**src/rtl/rv32d_pkg.sv**
```systemverilog
package rv32d_pkg;

    // Field widths of the instruction word and the decoded result.
    localparam int unsigned WordWidth   = 32;
    localparam int unsigned RegIdxWidth = 5;
    localparam int unsigned IdWidth     = 5;
    localparam int unsigned OpcWidth    = 7;
    localparam int unsigned Funct3Width = 3;
    localparam int unsigned Funct7Width = 7;

    // Major opcodes of the supported subset.
    localparam logic [OpcWidth-1:0] OPC_LOAD   = 7'b0000011;
    localparam logic [OpcWidth-1:0] OPC_STORE  = 7'b0100011;
    localparam logic [OpcWidth-1:0] OPC_LUI    = 7'b0110111;
    localparam logic [OpcWidth-1:0] OPC_OP_IMM = 7'b0010011;
    localparam logic [OpcWidth-1:0] OPC_AUIPC  = 7'b0010111;
    localparam logic [OpcWidth-1:0] OPC_JAL    = 7'b1101111;
    localparam logic [OpcWidth-1:0] OPC_JALR   = 7'b1100111;
    localparam logic [OpcWidth-1:0] OPC_BRANCH = 7'b1100011;
    localparam logic [OpcWidth-1:0] OPC_OP     = 7'b0110011;
    localparam logic [OpcWidth-1:0] OPC_TRAP   = 7'b1101011;

    // Minor function codes.
    localparam logic [Funct3Width-1:0] F3_ADD  = 3'b000;
    localparam logic [Funct3Width-1:0] F3_BNE  = 3'b001;
    localparam logic [Funct3Width-1:0] F3_SLT  = 3'b010;
    localparam logic [Funct3Width-1:0] F3_SLTU = 3'b011;
    localparam logic [Funct3Width-1:0] F3_WORD = 3'b010;
    localparam logic [Funct3Width-1:0] F3_BEQ  = 3'b000;
    localparam logic [Funct3Width-1:0] F3_JALR = 3'b000;

    localparam logic [Funct7Width-1:0] F7_BASE = 7'b0000000;
    localparam logic [Funct7Width-1:0] F7_ALT  = 7'b0100000;

    // Instruction identifiers as seen on the result channel.
    typedef enum logic [IdWidth-1:0] {
        ID_LW      = 5'd0,
        ID_SW      = 5'd1,
        ID_LUI     = 5'd2,
        ID_ADDI    = 5'd3,
        ID_AUIPC   = 5'd4,
        ID_JAL     = 5'd5,
        ID_JALR    = 5'd6,
        ID_BEQ     = 5'd7,
        ID_SLTIU   = 5'd8,
        ID_SLTI    = 5'd9,
        ID_BNE     = 5'd10,
        ID_ADD     = 5'd11,
        ID_SUB     = 5'd12,
        ID_SLTU    = 5'd13,
        ID_SLT     = 5'd14,
        ID_TRAP    = 5'd15,
        ID_INVALID = 5'd16
    } instr_id_t;

    // Encoding formats; FMT_NONE covers trap and invalid words.
    typedef enum logic [2:0] {
        FMT_NONE = 3'd0,
        FMT_I    = 3'd1,
        FMT_S    = 3'd2,
        FMT_U    = 3'd3,
        FMT_J    = 3'd4,
        FMT_B    = 3'd5,
        FMT_R    = 3'd6
    } fmt_t;

    // Classification of one word, handed from the classifier to the pipeline.
    typedef struct packed {
        instr_id_t id;
        fmt_t      fmt;
    } class_t;

endpackage

```
**src/rtl/rv32d_if.sv**
```systemverilog
// Channel carrying raw instruction words into the decoder.
interface rv32d_instr_if
    import rv32d_pkg::*;
();
    logic                 valid;
    logic                 ready;
    logic [WordWidth-1:0] instr_word;

    modport source (output valid, output instr_word, input ready);
    modport sink   (input valid, input instr_word, output ready);
endinterface

// Channel carrying decoded results out of the decoder.
interface rv32d_result_if
    import rv32d_pkg::*;
();
    logic                        valid;
    logic                        ready;
    logic [IdWidth-1:0]          instr_id;
    logic [RegIdxWidth-1:0]      rd_index;
    logic [RegIdxWidth-1:0]      rs1_index;
    logic [RegIdxWidth-1:0]      rs2_index;
    logic signed [WordWidth-1:0] immediate;
    logic                        writes_register;

    modport source (
        output valid, output instr_id, output rd_index, output rs1_index,
        output rs2_index, output immediate, output writes_register,
        input ready
    );
    modport sink (
        input valid, input instr_id, input rd_index, input rs1_index,
        input rs2_index, input immediate, input writes_register,
        output ready
    );
endinterface

```
**src/rtl/rv32d_classify.sv**
```systemverilog
// Matches one instruction word against the supported subset and yields the
// instruction id and its encoding format. The first matching pattern wins.
module rv32d_classify
    import rv32d_pkg::*;
(
    input  logic [WordWidth-1:0] word,
    output class_t               cls
);

    logic [OpcWidth-1:0]    opc;
    logic [Funct3Width-1:0] f3;
    logic [Funct7Width-1:0] f7;

    assign opc = word[6:0];
    assign f3  = word[14:12];
    assign f7  = word[31:25];

    // Opcode decode, then the minor function codes inside each opcode.
    always_comb
    begin
        cls.id  = ID_INVALID;
        cls.fmt = FMT_NONE;
        unique case (opc)
            OPC_LOAD:
            begin
                if (f3 == F3_WORD)
                begin
                    cls.id  = ID_LW;
                    cls.fmt = FMT_I;
                end
            end
            OPC_STORE:
            begin
                if (f3 == F3_WORD)
                begin
                    cls.id  = ID_SW;
                    cls.fmt = FMT_S;
                end
            end
            OPC_LUI:
            begin
                cls.id  = ID_LUI;
                cls.fmt = FMT_U;
            end
            OPC_OP_IMM:
            begin
                if (f3 == F3_ADD)
                begin
                    cls.id  = ID_ADDI;
                    cls.fmt = FMT_I;
                end
                else if (f3 == F3_SLTU)
                begin
                    cls.id  = ID_SLTIU;
                    cls.fmt = FMT_I;
                end
                else if (f3 == F3_SLT)
                begin
                    cls.id  = ID_SLTI;
                    cls.fmt = FMT_I;
                end
            end
            OPC_AUIPC:
            begin
                cls.id  = ID_AUIPC;
                cls.fmt = FMT_U;
            end
            OPC_JAL:
            begin
                cls.id  = ID_JAL;
                cls.fmt = FMT_J;
            end
            OPC_JALR:
            begin
                if (f3 == F3_JALR)
                begin
                    cls.id  = ID_JALR;
                    cls.fmt = FMT_I;
                end
            end
            OPC_BRANCH:
            begin
                if (f3 == F3_BEQ)
                begin
                    cls.id  = ID_BEQ;
                    cls.fmt = FMT_B;
                end
                else if (f3 == F3_BNE)
                begin
                    cls.id  = ID_BNE;
                    cls.fmt = FMT_B;
                end
            end
            OPC_OP:
            begin
                if (f7 == F7_BASE && f3 == F3_ADD)
                begin
                    cls.id  = ID_ADD;
                    cls.fmt = FMT_R;
                end
                else if (f7 == F7_ALT && f3 == F3_ADD)
                begin
                    cls.id  = ID_SUB;
                    cls.fmt = FMT_R;
                end
                else if (f7 == F7_BASE && f3 == F3_SLTU)
                begin
                    cls.id  = ID_SLTU;
                    cls.fmt = FMT_R;
                end
                else if (f7 == F7_BASE && f3 == F3_SLT)
                begin
                    cls.id  = ID_SLT;
                    cls.fmt = FMT_R;
                end
            end
            OPC_TRAP:
            begin
                cls.id = ID_TRAP;
            end
            default:
            begin
                cls.id  = ID_INVALID;
                cls.fmt = FMT_NONE;
            end
        endcase
    end

endmodule

```
**src/rtl/rv32i_subset_instr_decoder.sv**
```systemverilog
// Decodes one 32-bit instruction word per transaction against a fixed RV32I
// subset (lw, sw, lui, auipc, addi, slti, sltiu, jal, jalr, beq, bne, add,
// sub, slt, sltu and the trap opcode) and returns the instruction id, the
// register indices, the sign-extended immediate and the register-write flag.
// The block takes one word every cycle unless the result channel stalls and
// passes each word through three register stages (classify, field extraction,
// write flag and output). A stall on the result channel fills the stages in
// front of it and then drops instr.ready; no transaction is lost or
// repeated. Words the subset does not cover come back with id 16 and all
// other fields zero.
module rv32i_subset_instr_decoder
    import rv32d_pkg::*;
(
    input  logic               clk,
    input  logic               rst_n,
    rv32d_instr_if.sink        instr,
    rv32d_result_if.source     result
);

    // Stage advance enables; a stage moves when it is empty or its
    // successor moves.
    logic en1, en2, en3;

    // Stage 1: classified word.
    logic                 v1_reg;
    logic [WordWidth-1:0] word1_reg;
    class_t               cls1_reg;
    class_t               cls1_next;

    // Stage 2: extracted fields.
    logic                   v2_reg;
    instr_id_t              id2_reg;
    fmt_t                   fmt2_reg;
    logic [RegIdxWidth-1:0] rd2_reg, rd2_next;
    logic [RegIdxWidth-1:0] rs1_2_reg, rs1_2_next;
    logic [RegIdxWidth-1:0] rs2_2_reg, rs2_2_next;
    logic [WordWidth-1:0]   imm2_reg, imm2_next;

    // Stage 3: output register.
    logic                   v3_reg;
    instr_id_t              id3_reg;
    logic [RegIdxWidth-1:0] rd3_reg, rs1_3_reg, rs2_3_reg;
    logic [WordWidth-1:0]   imm3_reg;
    logic                   wr3_reg, wr3_next;

    assign en3 = !v3_reg || result.ready;
    assign en2 = !v2_reg || en3;
    assign en1 = !v1_reg || en2;

    assign instr.ready = en1;

    // Opcode and function-code classification.
    rv32d_classify u_classify (
        .word (instr.instr_word),
        .cls  (cls1_next)
    );

    // Valid bits travel with the data.
    always_ff @(posedge clk or negedge rst_n)
    begin
        if (!rst_n)
        begin
            v1_reg <= 1'b0;
            v2_reg <= 1'b0;
            v3_reg <= 1'b0;
        end
        else
        begin
            if (en1)
            begin
                v1_reg <= instr.valid;
            end
            if (en2)
            begin
                v2_reg <= v1_reg;
            end
            if (en3)
            begin
                v3_reg <= v2_reg;
            end
        end
    end

    // Stage 1 payload.
    always_ff @(posedge clk)
    begin
        if (en1)
        begin
            word1_reg <= instr.instr_word;
            cls1_reg  <= cls1_next;
        end
    end

    // Register indices and immediate by format; unused fields are zero.
    always_comb
    begin
        rd2_next   = '0;
        rs1_2_next = '0;
        rs2_2_next = '0;
        imm2_next  = '0;
        unique case (cls1_reg.fmt)
            FMT_I:
            begin
                rd2_next   = word1_reg[11:7];
                rs1_2_next = word1_reg[19:15];
                imm2_next  = {{20{word1_reg[31]}}, word1_reg[31:20]};
            end
            FMT_S:
            begin
                rs1_2_next = word1_reg[19:15];
                rs2_2_next = word1_reg[24:20];
                imm2_next  = {{20{word1_reg[31]}}, word1_reg[31:25], word1_reg[11:7]};
            end
            FMT_U:
            begin
                rd2_next  = word1_reg[11:7];
                imm2_next = {word1_reg[31:12], 12'b0};
            end
            FMT_J:
            begin
                rd2_next  = word1_reg[11:7];
                imm2_next = {{11{word1_reg[31]}}, word1_reg[31], word1_reg[19:12],
                             word1_reg[20], word1_reg[30:21], 1'b0};
            end
            FMT_B:
            begin
                rs1_2_next = word1_reg[19:15];
                rs2_2_next = word1_reg[24:20];
                imm2_next  = {{19{word1_reg[31]}}, word1_reg[31], word1_reg[7],
                              word1_reg[30:25], word1_reg[11:8], 1'b0};
            end
            FMT_R:
            begin
                rd2_next   = word1_reg[11:7];
                rs1_2_next = word1_reg[19:15];
                rs2_2_next = word1_reg[24:20];
            end
            default:
            begin
                rd2_next   = '0;
                rs1_2_next = '0;
                rs2_2_next = '0;
                imm2_next  = '0;
            end
        endcase
    end

    // Stage 2 payload.
    always_ff @(posedge clk)
    begin
        if (en2)
        begin
            id2_reg   <= cls1_reg.id;
            fmt2_reg  <= cls1_reg.fmt;
            rd2_reg   <= rd2_next;
            rs1_2_reg <= rs1_2_next;
            rs2_2_reg <= rs2_2_next;
            imm2_reg  <= imm2_next;
        end
    end

    // Formats with a destination write rd, unless rd is x0.
    always_comb
    begin
        wr3_next = (fmt2_reg inside {FMT_I, FMT_U, FMT_J, FMT_R}) && (rd2_reg != '0);
    end

    // Stage 3 payload, the output register.
    always_ff @(posedge clk)
    begin
        if (en3)
        begin
            id3_reg   <= id2_reg;
            rd3_reg   <= rd2_reg;
            rs1_3_reg <= rs1_2_reg;
            rs2_3_reg <= rs2_2_reg;
            imm3_reg  <= imm2_reg;
            wr3_reg   <= wr3_next;
        end
    end

    assign result.valid           = v3_reg;
    assign result.instr_id        = id3_reg;
    assign result.rd_index        = rd3_reg;
    assign result.rs1_index       = rs1_3_reg;
    assign result.rs2_index       = rs2_3_reg;
    assign result.immediate       = $signed(imm3_reg);
    assign result.writes_register = wr3_reg;

endmodule
```
**src/flat_wrapper.sv**
```systemverilog
// flat-port wrapper written by rule: the top's interface ports become plain ports
module rv32i_subset_instr_decoder_flat import rv32d_pkg::*;
  (clk, rst_n, instr_valid, instr_instr_word, instr_ready, result_valid, result_instr_id, result_rd_index, result_rs1_index, result_rs2_index, result_immediate, result_writes_register, result_ready);
  rv32d_instr_if instr_i ();
  rv32d_result_if result_i ();
  input  logic clk;
  input  logic rst_n;
  input wire logic [$bits(instr_i.valid)-1:0] instr_valid;
  input wire logic [$bits(instr_i.instr_word)-1:0] instr_instr_word;
  output wire logic [$bits(instr_i.ready)-1:0] instr_ready;
  output wire logic [$bits(result_i.valid)-1:0] result_valid;
  output wire logic [$bits(result_i.instr_id)-1:0] result_instr_id;
  output wire logic [$bits(result_i.rd_index)-1:0] result_rd_index;
  output wire logic [$bits(result_i.rs1_index)-1:0] result_rs1_index;
  output wire logic [$bits(result_i.rs2_index)-1:0] result_rs2_index;
  output wire logic [$bits(result_i.immediate)-1:0] result_immediate;
  output wire logic [$bits(result_i.writes_register)-1:0] result_writes_register;
  input wire logic [$bits(result_i.ready)-1:0] result_ready;
  assign instr_i.valid = instr_valid;
  assign instr_i.instr_word = instr_instr_word;
  assign instr_ready = instr_i.ready;
  assign result_valid = result_i.valid;
  assign result_instr_id = result_i.instr_id;
  assign result_rd_index = result_i.rd_index;
  assign result_rs1_index = result_i.rs1_index;
  assign result_rs2_index = result_i.rs2_index;
  assign result_immediate = result_i.immediate;
  assign result_writes_register = result_i.writes_register;
  assign result_i.ready = result_ready;
  rv32i_subset_instr_decoder u_core (.clk(clk), .rst_n(rst_n), .instr(instr_i), .result(result_i));
endmodule
```
**config.mk**
```make
export PLATFORM = sky130hd
export DESIGN_NAME = rv32i_subset_instr_decoder_flat
export DESIGN_NICKNAME = d
export VERILOG_FILES = /design/src/rtl/rv32d_pkg.sv /design/src/rtl/rv32d_if.sv /design/src/rtl/rv32d_classify.sv /design/src/rtl/rv32i_subset_instr_decoder.sv /design/src/flat_wrapper.sv
export SDC_FILE = /design/constraint.sdc
export NUM_CORES = 1
export LEC_CHECK = 0
export ABC_AREA = 1
export BUFFER_PORTS_ARGS = -buffer_cell sky130_fd_sc_hd__clkbuf_2
export CAP_MARGIN = 20
export CELL_PAD_IN_SITES_DETAIL_PLACEMENT = 1
export CELL_PAD_IN_SITES_GLOBAL_PLACEMENT = 1
export CORE_ASPECT_RATIO = 1.2
export CORE_MARGIN = 2
export CORE_UTILIZATION = 51
export CTS_BUF_LIST = sky130_fd_sc_hd__clkbuf_2 sky130_fd_sc_hd__clkbuf_4 sky130_fd_sc_hd__clkbuf_8
export CTS_CLUSTER_DIAMETER = 60
export DETAILED_ROUTE_END_ITERATION = 10
export PLACE_DENSITY_LB_ADDON = 0.1
export SYNTH_ARGS = -nofsm -noshare
export SYNTH_HDL_FRONTEND = slang
export SYNTH_HIERARCHICAL = 1
export SYNTH_SLANG_ARGS = --single-unit
```
**constraint.sdc**
```tcl
create_clock -name clk -period 5.7 [get_ports clk]
set_input_delay 0.57 -clock clk [delete_from_list [all_inputs] [get_ports clk]]
set_output_delay 0.57 -clock clk [all_outputs]
set_load 0.1 [all_outputs]
```
# Word level (Yosys, flattened, before mapping)
# Cells that the tools add are included.
[classes]
n_eq_ne = 24
muxes = 15
n_reduce_logical = 19
[ops]
columns = ["op", "n"]
rows = [
  ["$pmux W32 S5", 1],
  ["$mux W8", 12],
  ["$pmux W5 S10", 1],
  ["$eq A7 B6 Y1 const B", 4],
  ["$eq A7 B7 Y1 const B", 4],
  ["$pmux W3 S8", 1],
  ["$eq A3 B2 Y1 const B", 5],
  ["$eq A3 B3 Y1 const B", 5],
  ["$eq A7 B5 Y1 const B", 2],
  ["$eq A3 B1 Y1 const B", 3],
  ["$reduce_or A4 Y1", 2],
  ["$eq A7 B2 Y1 const B", 1],
  ["$logic_not A7 Y1", 1],
  ["$logic_and A1 B1 Y1", 5],
  ["$reduce_bool A5 Y1", 1],
  ["$reduce_bool A4 Y1", 1],
  ["$logic_not A1 Y1", 3],
  ["$logic_not A3 Y1", 1],
  ["$logic_or A1 B1 Y1", 3],
  ["$reduce_or A3 Y1", 1],
  ["$reduce_or A2 Y1", 1],
]
[word_totals]
reg_bits = 151
input_bits = 36

# Logic depth before layout (Yosys ltp)
# Gate-level depths: netlist (run 1).
[logic_depth]
word_depth = 7
ltp_mapped = 8
depth_no_buf = 8

# Hierarchy
# Netlist (run 1), hierarchy kept.
[by_module_without_submodules]
columns = ["module", "instances", "cells_per_inst", "area_per_inst_um2", "seq_area_each_um2"]
rows = [
  ["rv32i_subset_instr_decoder", 1, 283, 4916.0, 4279.1],
  ["rv32d_classify", 1, 106, 519.2, 0.0],
]

# Least setup slack after synthesis (run 1)
# Ideal clock, no wire load.
[synth_timing]
kind = "reg2reg"
from = "register u_core.v3_reg, in the netlist u_core/result.valid"
to = "register u_core/cls1_reg[0] (netlist bit) (enable)"
t_arrival_ns = 3.009
t_required_ns = 4.703
setup_slack_ns = 1.694
stages_incl_launch_ff = 2
path_buffers = 0
synth_period_minus_slack_ns = 4.006
path_cell_list = "dfrtp_1 nand4_1"
[synth_between]
elab_chain_cells = 4
[synth_lines]
columns = ["item", "line", "rtl"]
rows = [
  ["start, declared", "rv32i_subset_instr_decoder.sv:40", "logic v3_reg;"],
  ["start signal, assigned", "rv32i_subset_instr_decoder.sv:79", "v3_reg <= v2_reg;"],
  ["$logic_not A1 Y1", "rv32i_subset_instr_decoder.sv:46", "assign en3 = !v3_reg || result.ready;"],
  ["$logic_or A1 B1 Y1", "rv32i_subset_instr_decoder.sv:46", ""],
  ["$logic_or A1 B1 Y1", "rv32i_subset_instr_decoder.sv:47", "assign en2 = !v2_reg || en3;"],
  ["$logic_or A1 B1 Y1", "rv32i_subset_instr_decoder.sv:48", "assign en1 = !v1_reg || en2;"],
  ["net instr_ready", "flat_wrapper.sv:10", "output wire logic [$bits(instr_i.ready)-1:0] instr_ready;"],
  ["end signal, assigned", "rv32i_subset_instr_decoder.sv:90", "cls1_reg <= cls1_next;"],
  ["end, declared", "rv32i_subset_instr_decoder.sv:27", "class_t cls1_reg;"],
]
# The timed path passes the listed nets, and every way through them passes these cells.
# A chain may end at the register's enable or synchronous reset.

# Worst setup path in the final report (run 1)
[layout_timing]
from = "register u_core.v3_reg, in the netlist u_core/result.valid"
to = "output instr_ready"
[layout_between]
elab_chain_cells = 4
[layout_lines]
columns = ["item", "line"]
rows = [
  ["$logic_not A1 Y1", "rv32i_subset_instr_decoder.sv:46"],
  ["$logic_or A1 B1 Y1", "rv32i_subset_instr_decoder.sv:46"],
  ["$logic_or A1 B1 Y1", "rv32i_subset_instr_decoder.sv:47"],
  ["$logic_or A1 B1 Y1", "rv32i_subset_instr_decoder.sv:48"],
  ["end, declared", "flat_wrapper.sv:10"],
]
# No other way between the ends.

==> results of run 1 <==
kinds of logic (layout without fill, tap and decap cells):
family	Yosys count	in the layout	synth area share
buffers and inverters	48	171	0.0359
XOR/XNOR	1	1	0.00161
AO/OA/AOI/OAI	16	16	0.0200
AND/OR/NAND/NOR	181	181	0.155
flip-flops	143	143	0.787
repair_timing:
action | 4_1_cts | 5_1_grt
hold buffers | 1 | 0
endpoints found under the setup margin | 0 | 0
hold endpoints to repair | 3 | 0
setup buffers | 0 | 0
report_power, final:
group	internal, mW	switching [mW]	total [mW]
Sequential	1.33	0.0504	1.38
Combinational	0.0698	0.519	0.589
Clock	0.385	0.369	0.753
layer usage:
layer	up-vias	part of all wire	track usage
met5	-	0	0
met4	0	0.022	0.0886
met3	18	0.053	0.0558
met2	101	0.54	0.350
met1	1549	0.39	0.214
li1	1560	-	-
cell usage in the layout, fill, tap and decap left out, drive strengths merged, types with 2 or more instances in the layout:
cell | netlist | layout
clkinv | 0 | 7
bufinv | 0 | 2
nor2 | 43 | 43
nand2 | 99 | 99
dfrtp | 3 | 3
a21boi | 7 | 7
clkinvlp | 0 | 4
nor3 | 5 | 5
inv | 45 | 47
o21ai | 6 | 6
buf | 3 | 3
nand3b | 2 | 2
edfxtp | 140 | 140
nand4 | 3 | 3
nand3 | 29 | 29
clkbuf | 0 | 107
through the flow:
stage	util	setup slack, ns	power (mW)
floorplan	-	1.69	1.88
global placement	0.578	3.77	1.97
detailed placement	0.578	3.75	1.99
CTS	0.615	3.56	2.75
global route	0.615	3.53	2.81
finish	0.615	3.61	2.72
worst reg2reg max path, stage by stage, from the launching register on:
cell      delay (ns)
edfxtp_1        0.53
o21ai_2         0.38
nand2_1         0.09
nand2_1         0.31
nand2_1         0.11
how the worst min path moves through the flow:
stage                    startpoint                    to  slack [ns]  cells after the start
3_3_place_gp                  rst_n         u_core/v1_reg        0.37                      1
2_1_floorplan                 rst_n   u_core/result.valid        0.27                      0
3_5_place_dp                  rst_n         u_core/v1_reg        0.37                      1
6_report       instr_instr_word[15]  u_core/word1_reg[15]        0.32                      1
5_1_grt        instr_instr_word[11]  u_core/word1_reg[11]        0.29                      1
4_1_cts         instr_instr_word[8]   u_core/word1_reg[8]        0.29                      1
layout make-up:
type,instances,share of cell area
inverter,45,0.0262
sequential,143,0.665
tap,129,0.0251
timing repair buffer,94,0.0750
clock inverter,15,0.0223
multi-input combinational,198,0.150
clock buffer,17,0.0363
==> metrics.txt, run 1 <==
non-filler cells, final=around 640; nets@finish=535; DRC Markers=0; Core Box Area=10500 um2; Yosys top cell by area=edfxtp_1; Setup crit start kind=flop; CP max stage delay=approximately 0.5 ns; cts repair resizes=0; Worst Setup End Kind=output port; clk sinks=about 140; slowest CP cell=clkbuf_2; synthesized instance count=about 400; worst-path cell chain=nand4_1, clkbuf_2; reg2reg start=u_core/cls1_reg[2]; final-report setup violation count=0; Initial Util=0.519; Worst-Skew Late Latency=between 0.4 and 0.5 ns; hold_ws=0.321 ns; run status=finished clean; Tcrit/Tclk final=0.367; Fmax=0.478 GHz; Iteration-0 DRC Markers=around 130; commonest cells in the netlist=edfxtp_1 (140), nand2_1 (94), inv_1 (38); Area contributors post-synth=edfxtp_1 (77%), nand2_1 (6.5%), inv_1 (2.6%); Synthesis Warnings=6; vias in the first global route=approximately 3400; Reg2Reg Depth=4; Yosys cell types=28; flop-to-flop setup slack=4.01 ns; Die X=slightly below 100 um; Synth top area share=0.773; DIE AREA=~12000 um2; die extent in y=117 um; kind of critical path=reg2out; count of max-cap constraint violations=0; sequential area share after synthesis=0.787; Data required, critical path=between 5 and 6 ns; filler instances=1062; RR Endpoint=u_core/imm2_reg[21]; WP depth=2; Post-synth EDFFs=140; Primary FF master, synth=edfxtp_1; CP Capture Point=instr_ready; CTS tree=yes; P_leak=2.86 nW; DR vias=3228; Worst Max-Slew Pin Slew=0.735 ns; Worst Path Arrival=about 1.5 ns; multi-input logic area=around 970 um2; antenna cells=0; Rows=between 40 and 50; Cell Pwr Density=422 nW/um2; Routed WL=approximately 11 mm; TritonCTS buffer count=17; post-DP HPWL=7.58 mm; number of H-tree levels=4; clk buf depth=2; async set-or-reset flop fraction in the synthesized netlist=0.0210; worst min-delay path class=in2reg; vias per inst=5.04; number of antenna violations at the first check in global routing=0; Peak VDD IR=0.200 mV; Synth Register Bits=143; global-route wire length before repair=~17 mm; P&R area growth vs syn=18.5%; design area=6440 um2; most frequent cell after synthesis=edfxtp_1; I/O pin count=91; global route overflow=0; crit path from=u_core/result.valid; clk slew on worst S/H paths=roughly 0.080 ns; RSZ-0062 raised after global routing=false; setup TNS=0 ns; placed cell area=6050 um2; Syn Nets=approximately 430; FF+latch area=roughly 4300 um2; share of cells above drive strength 1=0.299; Hold Violations, Final=0; CP delay by family, top=buffers and inverters; CTS root buf=clkbuf_8; All-Layer GR Usage=0.194; Port Buffers=90; worst path buffer plus inverter count=1; fin. max-slew vios=0; clock period minus final worst setup slack=2.09 ns; drt wl/cell=17.0 um; largest net degree at the start of global routing=55; Slew HR=0.510; Synth Area per Inst=~14 um2; Routability Congestion=0.817; Crit Path Max Fanout=4; dpl cells=608; TritonRoute pass-1 iters=4; Detail Route Antenna Nets=0; Syn Std Cell Area=5440 um2; Final Skew=between 0.01 and 0.015 ns
No activity file was read; power rests on OpenSTA's default activity.
==> inputs of run 2 (changes only) <==
--- a/config.mk
+++ b/config.mk
@@ -5,14 +5,14 @@
 export SDC_FILE = /design/constraint.sdc
 export NUM_CORES = 1
 export LEC_CHECK = 0
-export ABC_AREA = 1
+export ABC_AREA = 0
 export BUFFER_PORTS_ARGS = -buffer_cell sky130_fd_sc_hd__clkbuf_2
 export CAP_MARGIN = 20
 export CELL_PAD_IN_SITES_DETAIL_PLACEMENT = 1
 export CELL_PAD_IN_SITES_GLOBAL_PLACEMENT = 1
 export CORE_ASPECT_RATIO = 1.2
 export CORE_MARGIN = 2
-export CORE_UTILIZATION = 51
+export CORE_UTILIZATION = 49
 export CTS_BUF_LIST = sky130_fd_sc_hd__clkbuf_2 sky130_fd_sc_hd__clkbuf_4 sky130_fd_sc_hd__clkbuf_8
 export CTS_CLUSTER_DIAMETER = 60
 export DETAILED_ROUTE_END_ITERATION = 10
==> constraint.sdc (replaced) <==
create_clock -name clk -period 2 [get_ports clk]
set_input_delay 0.2 -clock clk [delete_from_list [all_inputs] [get_ports clk]]
set_output_delay 0.2 -clock clk [all_outputs]
set_load 0.1 [all_outputs]
==> metrics.txt, run 2 <==
Worst Max-Slew Pin Slew=0.715 ns; Area contributors post-synth=edfxtp_1 (72%), mux2i_1 (4.3%), o221ai_1 (1.9%); reg2reg start=u_core/cls1_reg[1]; vias in the first global route=3424; DR vias=3335; Min-Delay Startpoint=instr_instr_word[29]; Tcrit/Tclk final=0.947; I/O pin count=91; Syn Std Cell Area=5850 um2; Rows=43; Synth top area share=0.719; Cell Pwr Density=1140 nW/um2; Fmax=0.528 GHz; most frequent cell after synthesis=edfxtp_1; final-report setup violation count=0; All-Layer GR Usage=0.184; post-DP HPWL=between 7 and 8 mm; Core Box Area=11600 um2; Peak VDD IR=about 0.58 mV; nets@finish=503; CTS root buf=clkbuf_8; Port Buffers=90; Synthesis Warnings=6; clock period minus final worst setup slack=~1.9 ns; TritonRoute pass-1 iters=5; async set-or-reset flop fraction in the synthesized netlist=0.0210; Setup crit start kind=primary input; Initial Util=0.503; count of max-cap constraint violations=0; Detail Route Antenna Nets=0; vias per inst=5.24; drt wl/cell=17.7 um; global route overflow=0; clk sinks=143; RSZ-0062 raised after global routing=false; Worst-Skew Late Latency=0.43 ns; Yosys top cell by area=edfxtp_1; commonest cells in the netlist=edfxtp_1 (140), mux2i_1 (25), nand2b_1 (16); TritonCTS buffer count=17; Worst Path Arrival=approximately 2.1 ns; kind of critical path=in2reg; clk slew on worst S/H paths=around 0.08 ns; share of cells above drive strength 1=0.329; DRC Markers=0; Yosys cell types=54; antenna cells=0; die extent in y=124 um; Syn Nets=382; Final Core Density=0.611; P&R area growth vs syn=21.5%; DIE AREA=12800 um2; number of H-tree levels=4; Slew HR=0.523; crit path from=instr_instr_word[26]; P_leak=roughly 2.7 nW; Data required, critical path=2.25 ns; fin. max-slew vios=0; Hold Violations, Final=0; Routability Congestion=0.784; run status=finished clean; commonest cells after routing, fill and taps aside=edfxtp_1 (140), clkbuf_2 (89), mux2i_1 (25), dlygate4sd3_1 (23), clkbuf_8 (18); CTS tree=yes; Worst Setup End Kind=flop; number of antenna violations at the first check in global routing=0; sequential area share after synthesis=0.732; Die X=104 um; largest net degree at the start of global routing=55; Iteration-0 DRC Markers=200; Crit Path Max Fanout=4; clk buf depth=2; Synth Area per Inst=16.9 um2; Synth Register Bits=143; Primary FF master, synth=edfxtp_1; synthesized instance count=346; global-route wire length before repair=~18 mm; setup TNS=0 ns; Final Skew=0.0112 ns; Post-synth EDFFs=140; Routed WL=11.3 mm; commonest non-fill, non-tap cell in the layout=edfxtp_1; worst min-delay path class=in2reg
## run 2: cell count changes after synthesis, sizes merged, moves of 5 or more
cell | previous run | this run
a21oi | 1 | 8
and2 | 0 | 11
buf | 3 | 18
inv | 45 | 8
mux2i | 0 | 25
nand2 | 99 | 15
nand2b | 0 | 16
nand3 | 29 | 0
nor2 | 43 | 7
nor3b | 0 | 6
nor4 | 0 | 5
o221ai | 0 | 13
o22ai | 1 | 11
## run 2: cells by family after synthesis
group | synth area share
compound gates | 0.0783
xor+xnor | 0.00706
buf+inv | 0.0353
flops | 0.732
mux | 0.0428
simple gates | 0.104
## run 2: path summary, 6_finish.rpt
kind	end	slack (ns)	cells past startpoint
setup reg to reg	u_core/imm2_reg[26]	0.31	2
hold / removal	u_core/word1_reg[29]	0.04	1
hold reg to reg	u_core/result.immediate[9]	0.42	0
min in group asynchronous	u_core/result.valid	0.09	2
max in group asynchronous	u_core/result.valid	1.79	2
setup / recovery	u_core/cls1_reg[3]	0.11	6
## run 2: power breakdown
group / internal, mW / total (mW) / switching (mW)
Clock: 1.18 / 2.24 / 1.06
Combinational: 0.351 / 1.89 / 1.54
Sequential: 3.78 / 3.95 / 0.168
## run 2: stage by stage
step	instance area (um2)	power, mW	hold slack [ns]	setup WS, ns	std cells
global placement	6460	5.83	-0.00170	0.295	582
global route	7100	8.39	0.0186	0.0669	637
detailed placement	6460	5.88	-0.000844	0.226	582
finish	7100	8.08	0.0371	0.106	637
CTS	7100	8.16	0.00319	0.121	637
floorplan	5860	5.53	-0.0956	-0.0700	346
## run 2: area by class of cell
class / count / area [um2]
inverters: 8 / 33.8
repair buffers: 124 / 816
clock inverters: 12 / 138
clock buffers: 20 / 263
flip-flops and latches: 143 / 4280
multi-input cells: 173 / 1370
fillers: 1116 / 4520
well taps: 157 / 196
## run 2: worst max-delay path, cell delays in order
cell,delay (ns)
dlygate4sd3_1,0.53
clkbuf_2,0.11
or4_4,0.56
nor4_4,0.22
nand4_2,0.19
o41ai_2,0.33
## run 2: repair_timing
item	4_1_cts	5_1_grt
endpoints found under the hold margin	25	0
hold buffers	23	0
gates resized for setup	1	0
setup endpoints to repair	1	0
buffers inserted	0	0
## run 2: metal layers
metal | GRT usage | vias up | wire length (um) | part of all wire
li1 | - | 1606 | - | -
met1 | 0.216 | 1641 | 4780 | 0.42
met2 | 0.329 | 80 | 6030 | 0.53
met3 | 0.0487 | 8 | 366 | 0.032
met4 | 0.0718 | 0 | 133 | 0.012
met5 | 0 | - | 0 | 0
==> inputs of run 3 (changes only) <==
==> constraint.sdc (replaced) <==
create_clock -name clk -period 2 [get_ports clk]
set_input_delay 0.1 -clock clk [delete_from_list [all_inputs] [get_ports clk]]
set_output_delay 0.1 -clock clk [all_outputs]
set_load 0.1 [all_outputs]
==> metrics.txt, run 3 (synthesis results as in run 2) <==
Setup crit start kind=flop; Worst-Skew Late Latency=0.43 ns; multi-input logic area=1370 um2; final-report setup violation count=0; Routed WL=11.9 mm; P_leak=2.80 nW; Iteration-0 DRC Markers=132; TritonRoute pass-1 iters=4; Fmax=around 0.55 GHz; clk slew on worst S/H paths=~0.070 ns; P&R area growth vs syn=23.9%; clk buf depth=2; Port Buffers=90; clock period minus final worst setup slack=1.82 ns; Final Skew=0.00945 ns; Tcrit/Tclk final=0.911; post-placement setup slack=about 0.3 ns; crit path from=u_core/result.valid; post-DP HPWL=~8 mm; Final Core Density=0.623; Hold Violations, Final=0; Crit Path Max Fanout=15; Min-Delay Startpoint=instr_instr_word[13]; CTS tree=yes; nets@finish=between 500 and 600; CP max stage delay=0.49 ns; global route overflow=0; setup TNS=0 ns; Routability Congestion=slightly below 0.8; RSZ-0062 raised after global routing=false; M3 GR Usage=0.0497; crit-path most repeated cell=buf_12; I/O pin count=91; Worst Slack Setup Final=0.178 ns; fin. max-slew vios=0; Core Box Area=around 12000 um2; DRC Markers=0; CTS root buf=clkbuf_8; run status=finished clean; vias in the first global route=3512; Worst Path Arrival=1.72 ns; Tot Pwr=8.45 mW; count of max-cap constraint violations=0; die extent in y=124 um; FF+latch area=4280 um2; All-Layer GR Usage=0.191; slowest CP cell=dfrtp_4; Worst Max-Slew Pin Slew=between 0.6 and 0.7 ns; hold_ws=0.113 ns; grt met2 use=0.350; grt peak-use layer=met2; Slew HR=0.551; DR vias=3454; number of antenna violations at the first check in global routing=0; drt wl/cell=18.6 um; Post-CTS Setup Inserts=0; DIE AREA=12800 um2; Initial Util=0.503; Die X=104 um; share of cells above drive strength 1=0.329; largest net degree at the start of global routing=47; global-route wire length before repair=18.3 mm; TritonCTS buffer count=17; Peak VDD IR=0.449 mV; Detail Route Antenna Nets=0; worst min-delay path class=in2reg; antenna cells=0; Worst Setup End Kind=output port; clk sinks=approximately 140; commonest non-fill, non-tap cell in the layout=edfxtp_1; kind of critical path=reg2out; worst-path cell chain=and3b_2, nand2_4, buf_12, buf_12; Cell Pwr Density=1170 nW/um2; Data required, critical path=approximately 1.9 ns; filler instances=approximately 1100; reg2reg start=u_core/cls1_reg[0]; vias per inst=5.39; GR Layer Usage met1=0.207; number of H-tree levels=4; commonest cells after routing, fill and taps aside=edfxtp_1 (140), clkbuf_2 (89), dlygate4sd3_1 (26), mux2i_1 (25), clkbuf_8 (17); Rows=43
## run 3: cell count changes in the layout (fill, tap and decap cells not counted), sizes merged
| cell | delta |
|---|---|
| bufinv | +3 |
| dlygate4sd3 | +3 |
| clkinv | -2 |
| buf | +1 |
| clkbuf | -1 |
| clkinvlp | -1 |
| inv | +1 |
## run 3: area by class of cell
cell class / instances / area share
Clock inverter: 13 / 0.0292
Inverter: 8 / 0.00467
Clock buffer: 18 / 0.0334
Sequential cell: 143 / 0.591
Tap cell: 157 / 0.0271
Timing Repair Buffer: 129 / 0.125
Multi-Input combinational cell: 173 / 0.189
## run 3: worst paths after layout
kind                                                    end  slack [ns]  cells after the start
worst min-delay path                   u_core/word1_reg[13]        0.11                      1
worst min register to register  u_core/result.immediate[15]        0.42                      0
worst max-delay path                            instr_ready        0.18                      4
min in group asynchronous               u_core/result.valid        0.55                      3
max in group asynchronous               u_core/result.valid        1.29                      3
worst max register to register          u_core/imm2_reg[21]        0.27                      3
## run 3: worst max-delay path, delay by kind of cell, from the launching register on
family | cells | cell delay (ns)
buffers and inverters | 2 | 0.36
AND/OR/NAND/NOR | 2 | 0.42
flip-flops | 1 | 0.49
## run 3: timing repair
| action | in CTS | in global routing |
|---|---|---|
| setup endpoints to repair | 0 | 1 |
| endpoints found under the hold margin | 27 | 0 |
| gates resized for setup | 0 | 1 |
| hold buffers | 26 | 0 |
## run 3: where the power goes
group	total (mW)	internal, mW	switching [mW]
Combinational	1.93	0.371	1.55
Clock	2.57	1.50	1.07
Sequential	3.96	3.78	0.174
Total	8.45	5.65	2.80
## run 3: routing by layer
metal / up-vias / share of wire / routed length (um)
li1: 1614 / - / -
met1: 1731 / 0.39 / 4630
met2: 89 / 0.55 / 6550
met3: 20 / 0.035 / 418
met4: 0 / 0.026 / 311
met5: - / 0 / 0
## run 3: through the flow
stage	instances	instance area, um2
3_3_place_gp	583	6500
4_1_cts	640	7210
6_report	641	7240
3_5_place_dp	583	6500
2_1_floorplan	346	5860
5_1_grt	641	7240
